$ cat config.mk
export PLATFORM = sky130hd
export DESIGN_NAME = camera_frame_bundle_matcher_core
export DESIGN_NICKNAME = d
export VERILOG_FILES = /design/src/rtl/cfbm_pkg.sv /design/src/rtl/cfbm_alu.sv /design/src/rtl/cfbm_slots.sv /design/src/rtl/camera_frame_bundle_matcher_core.sv
export SDC_FILE = /design/constraint.sdc
export NUM_CORES = 2
export LEC_CHECK = 0
export BUFFER_PORTS_ARGS = -buffer_cell sky130_fd_sc_hd__buf_4
export CAP_MARGIN = 40
export CORE_MARGIN = 2
export CORE_UTILIZATION = 59
export CTS_BUF_LIST = sky130_fd_sc_hd__clkbuf_16
export CTS_CLUSTER_SIZE = 30
export DETAILED_ROUTE_END_ITERATION = 16
export HOLD_SLACK_MARGIN = 0.06
export MAX_ROUTING_LAYER = met4
export PLACE_DENSITY = 0.8
export SETUP_SLACK_MARGIN = 0.5
export SYNTH_ARGS = -nofsm -noshare
export SYNTH_HDL_FRONTEND = slang
export SYNTH_HIERARCHICAL = 1
export SYNTH_SLANG_ARGS = --single-unit
$ cat constraint.sdc
create_clock -name clk_i -period 14.4 [get_ports clk_i]
set_input_delay 0.72 -clock clk_i [delete_from_list [all_inputs] [get_ports clk_i]]
set_output_delay 0.72 -clock clk_i [all_outputs]
set_load 0.01 [all_outputs]
$ cat src/rtl/cfbm_pkg.sv
package cfbm_pkg;

  // sizing of the slot store and bundle
  localparam int NUM_SLOTS   = 8;
  localparam int MAX_CAMERAS = 4;

  localparam int SLOT_W    = $clog2(NUM_SLOTS);
  localparam int MATCH_W   = $clog2(NUM_SLOTS + 1);
  localparam int CAM_IDX_W = (MAX_CAMERAS > 1) ? $clog2(MAX_CAMERAS) : 1;

  // fixed field widths
  localparam int STAMP_W    = 62;
  localparam int CAM_W      = 2;
  localparam int STATUS_W   = 3;
  localparam int MSLOT_W    = 3;
  localparam int SKIP_W     = 16;
  localparam int CCOUNT_W   = 3;
  localparam int CNT_W      = 4;
  localparam int SHIFT_W    = 32;
  localparam int WIN_W      = 30;
  localparam int CFG_IDX_W  = 2;
  localparam int CFG_DATA_W = 32;
  localparam int ALU_W      = 64;

  // register reset values
  localparam logic [SKIP_W-1:0]   SKIP_FRAMES_RST  = '0;
  localparam logic [CCOUNT_W-1:0] CAMERA_COUNT_RST = 3'd1;
  localparam logic [SHIFT_W-1:0]  TIME_SHIFT_RST   = '0;
  localparam logic [WIN_W-1:0]    MATCH_WINDOW_RST = 30'd2000000;

  typedef enum logic [CFG_IDX_W-1:0] {
    REG_SKIP_FRAMES  = 2'd0,
    REG_CAMERA_COUNT = 2'd1,
    REG_TIME_SHIFT   = 2'd2,
    REG_MATCH_WINDOW = 2'd3
  } cfg_reg_e;

  typedef enum logic [STATUS_W-1:0] {
    STATUS_SKIPPED    = 3'd0,
    STATUS_STORED     = 3'd1,
    STATUS_MEMBER     = 3'd2,
    STATUS_FAILED     = 3'd3,
    STATUS_BAD_CAMERA = 3'd4
  } status_e;

  typedef enum logic {
    ALU_ADD = 1'b0,
    ALU_SUB = 1'b1
  } alu_op_e;

  typedef struct packed {
    logic               en;
    logic [SLOT_W-1:0]  idx;
    logic [STAMP_W-1:0] stamp;
    logic [CAM_W-1:0]   camera;
  } slot_wr_t;

  typedef struct packed {
    logic               used;
    logic [STAMP_W-1:0] stamp;
    logic [CAM_W-1:0]   camera;
  } slot_rd_t;

  typedef struct packed {
    status_e             status;
    logic [CAM_W-1:0]    camera;
    logic [STAMP_W-1:0]  stamp;
    logic [MSLOT_W-1:0]  slot;
    logic [STAMP_W-1:0]  bstamp;
    logic                last;
  } result_t;

endpackage

$ cat src/rtl/cfbm_alu.sv
module cfbm_alu (
  input  cfbm_pkg::alu_op_e          op_i,
  input  logic [cfbm_pkg::ALU_W-1:0] a_i,
  input  logic [cfbm_pkg::ALU_W-1:0] b_i,
  output logic [cfbm_pkg::ALU_W-1:0] sum_o
);
  import cfbm_pkg::*;

  logic [ALU_W-1:0] b_x;

  // subtract as a + ~b + 1
  assign b_x   = (op_i == ALU_SUB) ? ~b_i : b_i;
  assign sum_o = a_i + b_x + ALU_W'(op_i == ALU_SUB);

endmodule

$ cat src/rtl/cfbm_slots.sv
module cfbm_slots (
  input  logic                          clk_i,
  input  logic                          rst_ni,
  input  cfbm_pkg::slot_wr_t            wr_i,
  input  logic [cfbm_pkg::SLOT_W-1:0]   rd_idx_i,
  output cfbm_pkg::slot_rd_t            rd_o
);
  import cfbm_pkg::*;

  logic [STAMP_W-1:0]   stamp_q [NUM_SLOTS];
  logic [CAM_W-1:0]     camera_q [NUM_SLOTS];
  logic [NUM_SLOTS-1:0] used_q;

  // used bits clear at reset, payload only matters once used
  always_ff @(posedge clk_i or negedge rst_ni) begin
    if (!rst_ni) begin
      used_q <= '0;
    end else if (wr_i.en) begin
      used_q[wr_i.idx] <= 1'b1;
    end
  end

  always_ff @(posedge clk_i) begin
    if (wr_i.en) begin
      stamp_q[wr_i.idx]  <= wr_i.stamp;
      camera_q[wr_i.idx] <= wr_i.camera;
    end
  end

  assign rd_o.used   = used_q[rd_idx_i];
  assign rd_o.stamp  = stamp_q[rd_idx_i];
  assign rd_o.camera = camera_q[rd_idx_i];

endmodule

$ cat src/rtl/camera_frame_bundle_matcher_core.sv
// channel   | direction | handshake                  | payload
// ----------+-----------+----------------------------+----------------------------------
// cfg       | in        | cfg_valid_i / cfg_ready_o  | cfg_index_i, cfg_data_i
// in        | in        | in_valid_i / in_ready_o    | frame_stamp_i, camera_index_i
// out       | out       | out_valid_o / out_ready_i  | status_o, member_camera_o,
//           |           |                            | member_stamp_o, member_slot_o,
//           |           |                            | bundle_stamp_o, last_o
//
// a bad-camera or skipped frame passes idle and prep; any other frame passes prep, a slot
// search over 1..NUM_SLOTS slots, the write, a match walk over all NUM_SLOTS slots, decide
// and, for a full bundle, one emit step per member, and output stalls can hold prep, decide
// and emit; both slot walks go through the single 64-bit adder
// in_ready_o is high only in the idle state; the output register lets a new transfer in
// while the last result still waits on out_ready_i
// reset clears the slot used bits and the skip counter at once, no clearing pass
// cfg writes are taken every cycle and only expected while idle
module camera_frame_bundle_matcher_core (
  input  logic                              clk_i,
  input  logic                              rst_ni,
  // configuration
  input  logic                              cfg_valid_i,
  output logic                              cfg_ready_o,
  input  logic [cfbm_pkg::CFG_IDX_W-1:0]    cfg_index_i,
  input  logic [cfbm_pkg::CFG_DATA_W-1:0]   cfg_data_i,
  // frame events
  input  logic                              in_valid_i,
  output logic                              in_ready_o,
  input  logic [cfbm_pkg::STAMP_W-1:0]      frame_stamp_i,
  input  logic [cfbm_pkg::CAM_W-1:0]        camera_index_i,
  // results
  output logic                              out_valid_o,
  input  logic                              out_ready_i,
  output logic [cfbm_pkg::STATUS_W-1:0]     status_o,
  output logic [cfbm_pkg::CAM_W-1:0]        member_camera_o,
  output logic [cfbm_pkg::STAMP_W-1:0]      member_stamp_o,
  output logic [cfbm_pkg::MSLOT_W-1:0]      member_slot_o,
  output logic [cfbm_pkg::STAMP_W-1:0]      bundle_stamp_o,
  output logic                              last_o
);
  import cfbm_pkg::*;

  typedef enum logic [2:0] {
    ST_IDLE,
    ST_PREP,
    ST_FIND,
    ST_WRITE,
    ST_MATCH,
    ST_DECIDE,
    ST_EMIT
  } state_e;

  localparam logic [SLOT_W-1:0] SLOT_LAST = SLOT_W'(NUM_SLOTS - 1);

  // configuration registers
  logic [SKIP_W-1:0]   skip_frames_q;
  logic [CCOUNT_W-1:0] camera_count_q;
  logic [SHIFT_W-1:0]  time_shift_q;
  logic [WIN_W-1:0]    match_window_q;

  // sequencer and per-frame context
  state_e                 state_q;
  logic [STAMP_W-1:0]     raw_q;
  logic [CAM_W-1:0]       cam_q;
  logic [STAMP_W-1:0]     stamp_q;
  logic [SKIP_W-1:0]      skipped_count_q;
  logic [SLOT_W-1:0]      idx_q;
  logic [SLOT_W-1:0]      sel_slot_q;
  logic [STAMP_W-1:0]     best_q;
  logic [MATCH_W-1:0]     matched_q;
  logic [MAX_CAMERAS-1:0] mvalid_q;
  logic [SLOT_W-1:0]      member_slot_q [MAX_CAMERAS];
  logic [STAMP_W-1:0]     member_stamp_q [MAX_CAMERAS];
  logic [CAM_IDX_W-1:0]   k_q;

  // output register
  logic    out_valid_q;
  result_t out_q;

  // shared adder
  alu_op_e          alu_op;
  logic [ALU_W-1:0] alu_a;
  logic [ALU_W-1:0] alu_b;
  logic [ALU_W-1:0] alu_sum;

  slot_wr_t slot_wr;
  slot_rd_t slot_rd;

  logic [CNT_W-1:0]   count_eff;
  logic [STAMP_W-1:0] sat_stamp;
  logic               bad_cam;
  logic               skip;
  logic [ALU_W-1:0]   nd;
  logic [WIN_W:0]     win_m1;
  logic               win_hit;
  logic               hit;
  logic               rd_cam_ok;
  logic [CAM_IDX_W-1:0] rd_cam_idx;
  logic               missing;
  logic               count_ok;
  logic               emit_last;
  logic               out_free;
  logic               res_want;
  logic               res_load;
  result_t            res_d;

  // --------------------------------------------------------------------------
  // configuration port, always ready
  // --------------------------------------------------------------------------
  assign cfg_ready_o = 1'b1;

  always_ff @(posedge clk_i or negedge rst_ni) begin
    if (!rst_ni) begin
      skip_frames_q  <= SKIP_FRAMES_RST;
      camera_count_q <= CAMERA_COUNT_RST;
      time_shift_q   <= TIME_SHIFT_RST;
      match_window_q <= MATCH_WINDOW_RST;
    end else if (cfg_valid_i) begin
      case (cfg_reg_e'(cfg_index_i))
        REG_SKIP_FRAMES:  skip_frames_q  <= cfg_data_i[SKIP_W-1:0];
        REG_CAMERA_COUNT: camera_count_q <= cfg_data_i[CCOUNT_W-1:0];
        REG_TIME_SHIFT:   time_shift_q   <= cfg_data_i[SHIFT_W-1:0];
        REG_MATCH_WINDOW: match_window_q <= cfg_data_i[WIN_W-1:0];
        default: ;
      endcase
    end
  end

  // camera count clamped to 1..MAX_CAMERAS
  always_comb begin
    if (camera_count_q == '0) begin
      count_eff = CNT_W'(1);
    end else if (CNT_W'(camera_count_q) > CNT_W'(MAX_CAMERAS)) begin
      count_eff = CNT_W'(MAX_CAMERAS);
    end else begin
      count_eff = CNT_W'(camera_count_q);
    end
  end

  // --------------------------------------------------------------------------
  // shared adder: stamp shift in prep, stamp compare in find, distance in match
  // --------------------------------------------------------------------------
  always_comb begin
    alu_op = ALU_SUB;
    alu_a  = {2'b00, stamp_q};
    alu_b  = {2'b00, slot_rd.stamp};
    case (state_q)
      ST_PREP: begin
        alu_op = ALU_ADD;
        alu_a  = {2'b00, raw_q};
        alu_b  = {{(ALU_W - SHIFT_W){time_shift_q[SHIFT_W-1]}}, time_shift_q};
      end
      ST_FIND: begin
        alu_a = {2'b00, slot_rd.stamp};
        alu_b = {2'b00, best_q};
      end
      default: ;
    endcase
  end

  cfbm_alu u_alu (
    .op_i  (alu_op),
    .a_i   (alu_a),
    .b_i   (alu_b),
    .sum_o (alu_sum)
  );

  cfbm_slots u_slots (
    .clk_i    (clk_i),
    .rst_ni   (rst_ni),
    .wr_i     (slot_wr),
    .rd_idx_i (idx_q),
    .rd_o     (slot_rd)
  );

  assign slot_wr.en     = (state_q == ST_WRITE);
  assign slot_wr.idx    = sel_slot_q;
  assign slot_wr.stamp  = stamp_q;
  assign slot_wr.camera = cam_q;

  // saturate the shifted stamp: negative goes to zero, overflow to the maximum
  always_comb begin
    if (alu_sum[ALU_W-1]) begin
      sat_stamp = '0;
    end else if (alu_sum[ALU_W-2]) begin
      sat_stamp = '1;
    end else begin
      sat_stamp = alu_sum[STAMP_W-1:0];
    end
  end

  assign bad_cam = CNT_W'(cam_q) >= count_eff;
  assign skip    = skipped_count_q < skip_frames_q;

  // window test on stamp_q - slot stamp; for a negative difference |d| = ~d + 1,
  // so |d| < w becomes ~d < w - 1
  assign nd     = ~alu_sum;
  assign win_m1 = {1'b0, match_window_q} - (WIN_W + 1)'(1);

  always_comb begin
    if (alu_sum[ALU_W-1]) begin
      win_hit = (match_window_q != '0) && (nd[ALU_W-1:WIN_W] == '0) &&
                ({1'b0, nd[WIN_W-1:0]} < win_m1);
    end else begin
      win_hit = (alu_sum[ALU_W-1:WIN_W] == '0) && (alu_sum[WIN_W-1:0] < match_window_q);
    end
  end

  assign hit        = slot_rd.used && win_hit;
  assign rd_cam_ok  = CNT_W'(slot_rd.camera) < count_eff;
  assign rd_cam_idx = CAM_IDX_W'(slot_rd.camera);

  // some camera below the count has no matching slot
  always_comb begin
    missing = 1'b0;
    for (int i = 0; i < MAX_CAMERAS; i++) begin
      if ((CNT_W'(i) < count_eff) && !mvalid_q[i]) begin
        missing = 1'b1;
      end
    end
  end

  assign count_ok  = 32'(matched_q) == 32'(count_eff);
  assign emit_last = CNT_W'(k_q) == (count_eff - CNT_W'(1));
  assign out_free  = !out_valid_q || out_ready_i;

  // --------------------------------------------------------------------------
  // result selection
  // --------------------------------------------------------------------------
  always_comb begin
    res_d    = '0;
    res_want = 1'b0;
    case (state_q)
      ST_PREP: begin
        if (bad_cam) begin
          res_want     = 1'b1;
          res_d.status = STATUS_BAD_CAMERA;
          res_d.last   = 1'b1;
        end else if (skip) begin
          res_want     = 1'b1;
          res_d.status = STATUS_SKIPPED;
          res_d.last   = 1'b1;
        end
      end
      ST_DECIDE: begin
        if (!count_ok) begin
          res_want     = 1'b1;
          res_d.status = STATUS_STORED;
          res_d.stamp  = stamp_q;
          res_d.slot   = MSLOT_W'(sel_slot_q);
          res_d.last   = 1'b1;
        end else if (missing) begin
          res_want     = 1'b1;
          res_d.status = STATUS_FAILED;
          res_d.last   = 1'b1;
        end
      end
      ST_EMIT: begin
        res_want     = 1'b1;
        res_d.status = STATUS_MEMBER;
        res_d.camera = CAM_W'(k_q);
        res_d.stamp  = member_stamp_q[k_q];
        res_d.slot   = MSLOT_W'(member_slot_q[k_q]);
        res_d.bstamp = member_stamp_q[0];
        res_d.last   = emit_last;
      end
      default: ;
    endcase
  end

  assign res_load = res_want && out_free;

  // --------------------------------------------------------------------------
  // sequencer
  // --------------------------------------------------------------------------
  always_ff @(posedge clk_i or negedge rst_ni) begin
    if (!rst_ni) begin
      state_q         <= ST_IDLE;
      skipped_count_q <= '0;
      out_valid_q     <= 1'b0;
      idx_q           <= '0;
      k_q             <= '0;
    end else begin
      // a new result replaces the one leaving in the same cycle
      if (res_load) begin
        out_valid_q <= 1'b1;
      end else if (out_valid_q && out_ready_i) begin
        out_valid_q <= 1'b0;
      end

      case (state_q)
        ST_IDLE: begin
          if (in_valid_i) begin
            state_q <= ST_PREP;
          end
        end
        ST_PREP: begin
          if (bad_cam) begin
            if (out_free) begin
              state_q <= ST_IDLE;
            end
          end else if (skip) begin
            if (out_free) begin
              if (cam_q == '0) begin
                skipped_count_q <= skipped_count_q + SKIP_W'(1);
              end
              state_q <= ST_IDLE;
            end
          end else begin
            idx_q   <= '0;
            state_q <= ST_FIND;
          end
        end
        ST_FIND: begin
          // lowest free slot, else oldest stamp with the lowest index on a tie
          if (!slot_rd.used || (idx_q == SLOT_LAST)) begin
            state_q <= ST_WRITE;
          end else begin
            idx_q <= idx_q + SLOT_W'(1);
          end
        end
        ST_WRITE: begin
          idx_q   <= '0;
          state_q <= ST_MATCH;
        end
        ST_MATCH: begin
          if (idx_q == SLOT_LAST) begin
            state_q <= ST_DECIDE;
          end else begin
            idx_q <= idx_q + SLOT_W'(1);
          end
        end
        ST_DECIDE: begin
          if (res_want) begin
            if (out_free) begin
              state_q <= ST_IDLE;
            end
          end else begin
            k_q     <= '0;
            state_q <= ST_EMIT;
          end
        end
        ST_EMIT: begin
          if (out_free) begin
            if (emit_last) begin
              state_q <= ST_IDLE;
            end else begin
              k_q <= k_q + CAM_IDX_W'(1);
            end
          end
        end
        default: begin
          state_q <= ST_IDLE;
        end
      endcase
    end
  end

  // datapath registers, no reset needed
  always_ff @(posedge clk_i) begin
    if (state_q == ST_IDLE && in_valid_i) begin
      raw_q <= frame_stamp_i;
      cam_q <= camera_index_i;
    end
    if (state_q == ST_PREP) begin
      stamp_q <= sat_stamp;
    end
    if (state_q == ST_FIND) begin
      if (!slot_rd.used) begin
        sel_slot_q <= idx_q;
      end else if ((idx_q == '0) || alu_sum[ALU_W-1]) begin
        sel_slot_q <= idx_q;
        best_q     <= slot_rd.stamp;
      end
    end
    if (state_q == ST_WRITE) begin
      matched_q <= '0;
      mvalid_q  <= '0;
    end
    // the highest matching slot of a camera wins, so later hits overwrite
    if (state_q == ST_MATCH && hit) begin
      matched_q <= matched_q + MATCH_W'(1);
      if (rd_cam_ok) begin
        mvalid_q[rd_cam_idx]       <= 1'b1;
        member_slot_q[rd_cam_idx]  <= idx_q;
        member_stamp_q[rd_cam_idx] <= slot_rd.stamp;
      end
    end
    if (res_load) begin
      out_q <= res_d;
    end
  end

  assign in_ready_o      = (state_q == ST_IDLE);
  assign out_valid_o     = out_valid_q;
  assign status_o        = out_q.status;
  assign member_camera_o = out_q.camera;
  assign member_stamp_o  = out_q.stamp;
  assign member_slot_o   = out_q.slot;
  assign bundle_stamp_o  = out_q.bstamp;
  assign last_o          = out_q.last;

endmodule

==> results.yml <==
logic_synthesis:
  synth_compound_area_frac: 0.0681
  synthTopCellsByCount: "1100 x edfxtp_1, 294 x nand2_1, 195 x mux4_2, 187 x nor2_1, 154 x ha_1"
  syn-mean-instance-area_um2: 15.6
  syn_inst: 3435
  synth.top_cells.by_area: "edfxtp_1 61%, mux4_2 8.2%, dfrtp_1 4.9%, ha_1 3.6%, mux2_2 2.8%"
  syn-cell-area_mm2: 0.0537
  synth_fa_ha_area_frac: 0.0362
  synth_top_area_share: 0.615
  ys.flop_type: "edfxtp_1"
  ys_ff_latch: 1218
  synth_cell_type_count: 85
  synth_top_family_by_area: "multiplexers"
  yosysSeqAreaShare: 0.669
  ys_async_sr_fraction: 0.0936
  yosysMostFrequentCell: "edfxtp_1"
  muxShareOfSynthArea: 0.110
  synth-edff-count: 1100
  ys.warnings.count: 6
  synth-simple-area-share: 0.0659
  synth_area_leader_cell: "edfxtp_1"
  synth-xor-area-share: 0.0280
critical_path:
  path_class: "register to register"
  cpMostUsedCell: "buf_4"
  path_max_fanout: 47
  r2r_end: "member_stamp_q[1][24]$_DFFE_PP_"
  cpPeakStageDelay_ps: 970
  crit_slowest_cell: "dfrtp_4"
  r2r_setup_slack_ps: 4440
  r2r_cells: 28
  required_ps: 14740
  cp_data_arrival_time_ps: 10300
  timing.rr.start: "idx_q[2]$_DFFE_PN0P_"
  startpoint_type: "register"
  endpoint_kind: "register"
floorplan:
  die_area_mm2: 0.0935
  pin_count: 239
  core_mm2: 0.0901
  initial_core_util: 0.596
  die_w_um: 306
  rows: 110
  die_h_um: 306
min_path:
  min_path_type: "primary input to register"
  min_from: "frame_stamp_i[12]"
  hold_depth: 1
  hold_end: "raw_q[12]$_DFFE_PP_"
timing:
  fin_crit_sh: 0.691
  max_freq_ghz: 0.100
  finalSetupTns_ps: 0
  period_needed_ps: 9960
  rsz0062_at_grt: "no"
  hold_slack_ps: 182
  setup_viol: 0
  slew_headroom: 0.388
  skew_ps: 37.3
  worst_slew_pin_slew_ps: 918
  hold_viol_final: 0
  slew_viol_final: 0
global_routing:
  antenna_found_initial: 5
  track_usage: 0.320
  grt_pass1_wl_um: 212000
  grt_start_max_net_pins: 160
  grt_pass1_vias: 32700
  grt_overflow: 0
routing:
  wl_per_cell_um: 29.2
  vias: 32700
  drc_errors: 0
  viasPerCell: 6.60
  routed_wirelength_um: 145000
  dr.pass1.iters: 6
  drtIter0Drc: 4517
  ant_nets: 0
place:
  hpwl_um: 90800
  gp_congestion: 0.950
  dp_cells: 4737
  numPortBuffers: 237
clocking:
  clkTransAtPathRegs_ps: 70
  cts_tree: "done"
  cts_made_buffers: 116
  worstSkewPairLatency_ps: 730
  root_buffer: "clkbuf_16"
  post_cts_resized: 0
  numClockSinks: 1218
  ctsHtreeMaxLevel: 3
  clockBufferDepth: 3
  cts_setup_buffers: 0
final_layout:
  final_core_util: 0.673
  final_cells: 4959
  area_growth_syn_to_layout_pct: 12.9
  fin_nets: 3939
  seqCellArea_mm2: 0.0360
  fill_cells: 5820
  multi_input_area_mm2: 0.0167
  drive_gt1_frac: 0.224
outcome:
  status: "complete, no violations"
job:
  maxCapViolations: 0
==> metrics by stage <==
stage / setup WS [ps] / area, um^2
floorplan: 1990 / 53800
global placement: 4310 / 56800
detailed placement: 4700 / 57100
CTS: 4650 / 60700
global route: 4080 / 60700
finish: 4440 / 60700
==> critical path, delay by kind of cell, from the launching register on <==
kind	cells	cell delay (ps)
AOI/OAI and AO/OA	12	2890
buffers and inverters	5	2570
and+or+nand+nor	6	1480
muxes	3	980
DFF	1	970
adders and majority gates	1	400
xor gates and xnor gates	1	150
==> cell usage in the layout, fill, tap and decap left out, drive strengths merged, types with 8 or more instances in the layout <==
cell    netlist  routed
nor4         21      21
xor2         88      88
mux4        195     195
a22o         66      66
clkinv        0      56
a21o         37      37
nor2b        17      17
o21a         11      11
clkbuf      126     116
dfrtp       106     106
nand2       294     294
ha          154     154
edfxtp     1100    1100
buf          50     302
and3         77      77
o21bai       12      12
a221oi        8       8
o21ai        71      71
and2         12      12
nand2b       10      10
a221o        34      34
inv         111     146
dfstp         8       8
xnor2        84      84
a22oi        95      95
nor3         21      21
a21oi       118     118
nand3        38      38
mux2        134     134
nand4        44      44
nor2        187     187
==> flip-flops by register name (all words and copies together) (netlist names), 12 cells and up <==
| name | count |
|---|---|
| stamp_q | 62 |
| time_shift_q | 32 |
| member_stamp_o | 62 |
| u_slots/stamp_q | 496 |
| bundle_stamp_o | 62 |
| skipped_count_q | 16 |
| match_window_q | 30 |
| skip_frames_q | 16 |
| member_stamp_q | 248 |
| raw_q | 62 |
| best_q | 62 |
| u_slots/camera_q | 16 |
| member_slot_q | 12 |
==> per-layer routing <==
layer	GRT usage	wire, um	vias to the layer above
li1	-	-	13800
met1	0.432	55100	16500
met2	0.476	66500	2121
met3	0.0892	18800	285
met4	0.103	4350	0
met5	-	0	-
==> cell families after synthesis <==
family,after synthesis
other,2
flip-flops,1218
AO/OA/AOI/OAI,514
XOR/XNOR,172
AND/OR/NAND/NOR,756
multiplexers,331
buffers and inverters,287
adder cells (fa/ha/maj),155
==> worst max path at each step <==
stage / end / from / depth (start not counted)
finish: member_stamp_q[1][24]$_DFFE_PP_ / idx_q[2]$_DFFE_PN0P_ / 28
CTS: member_stamp_q[1][61]$_DFFE_PP_ / idx_q[2]$_DFFE_PN0P_ / 28
global route: member_stamp_q[1][24]$_DFFE_PP_ / idx_q[2]$_DFFE_PN0P_ / 28
global placement: member_stamp_q[0][22]$_DFFE_PP_ / idx_q[0]$_DFFE_PN0P_ / 28
floorplan: member_slot_q[1][0]$_DFFE_PP_ / state_q[0]$_DFFE_PN0P_ / 27
detailed placement: member_stamp_q[1][12]$_DFFE_PP_ / idx_q[2]$_DFFE_PN0P_ / 28
==> final cells by class <==
class,instances,area share
inverter,111,0.00689
tap,1176,0.0242
multi-input combinational,1931,0.276
clock inverter,100,0.0108
antenna,4,0.000165
timing repair buffer,303,0.0411
clock buffer,116,0.0478
sequential,1218,0.593
==> what timing repair did <==
action,4_1_cts,5_1_grt
endpoints found under the setup margin,0,0
endpoints found under the hold margin,37,0
hold buffers,1,0
Power is not shown: default switching activity piles up to over one toggle a cycle in this logic, so the estimate is an artifact.
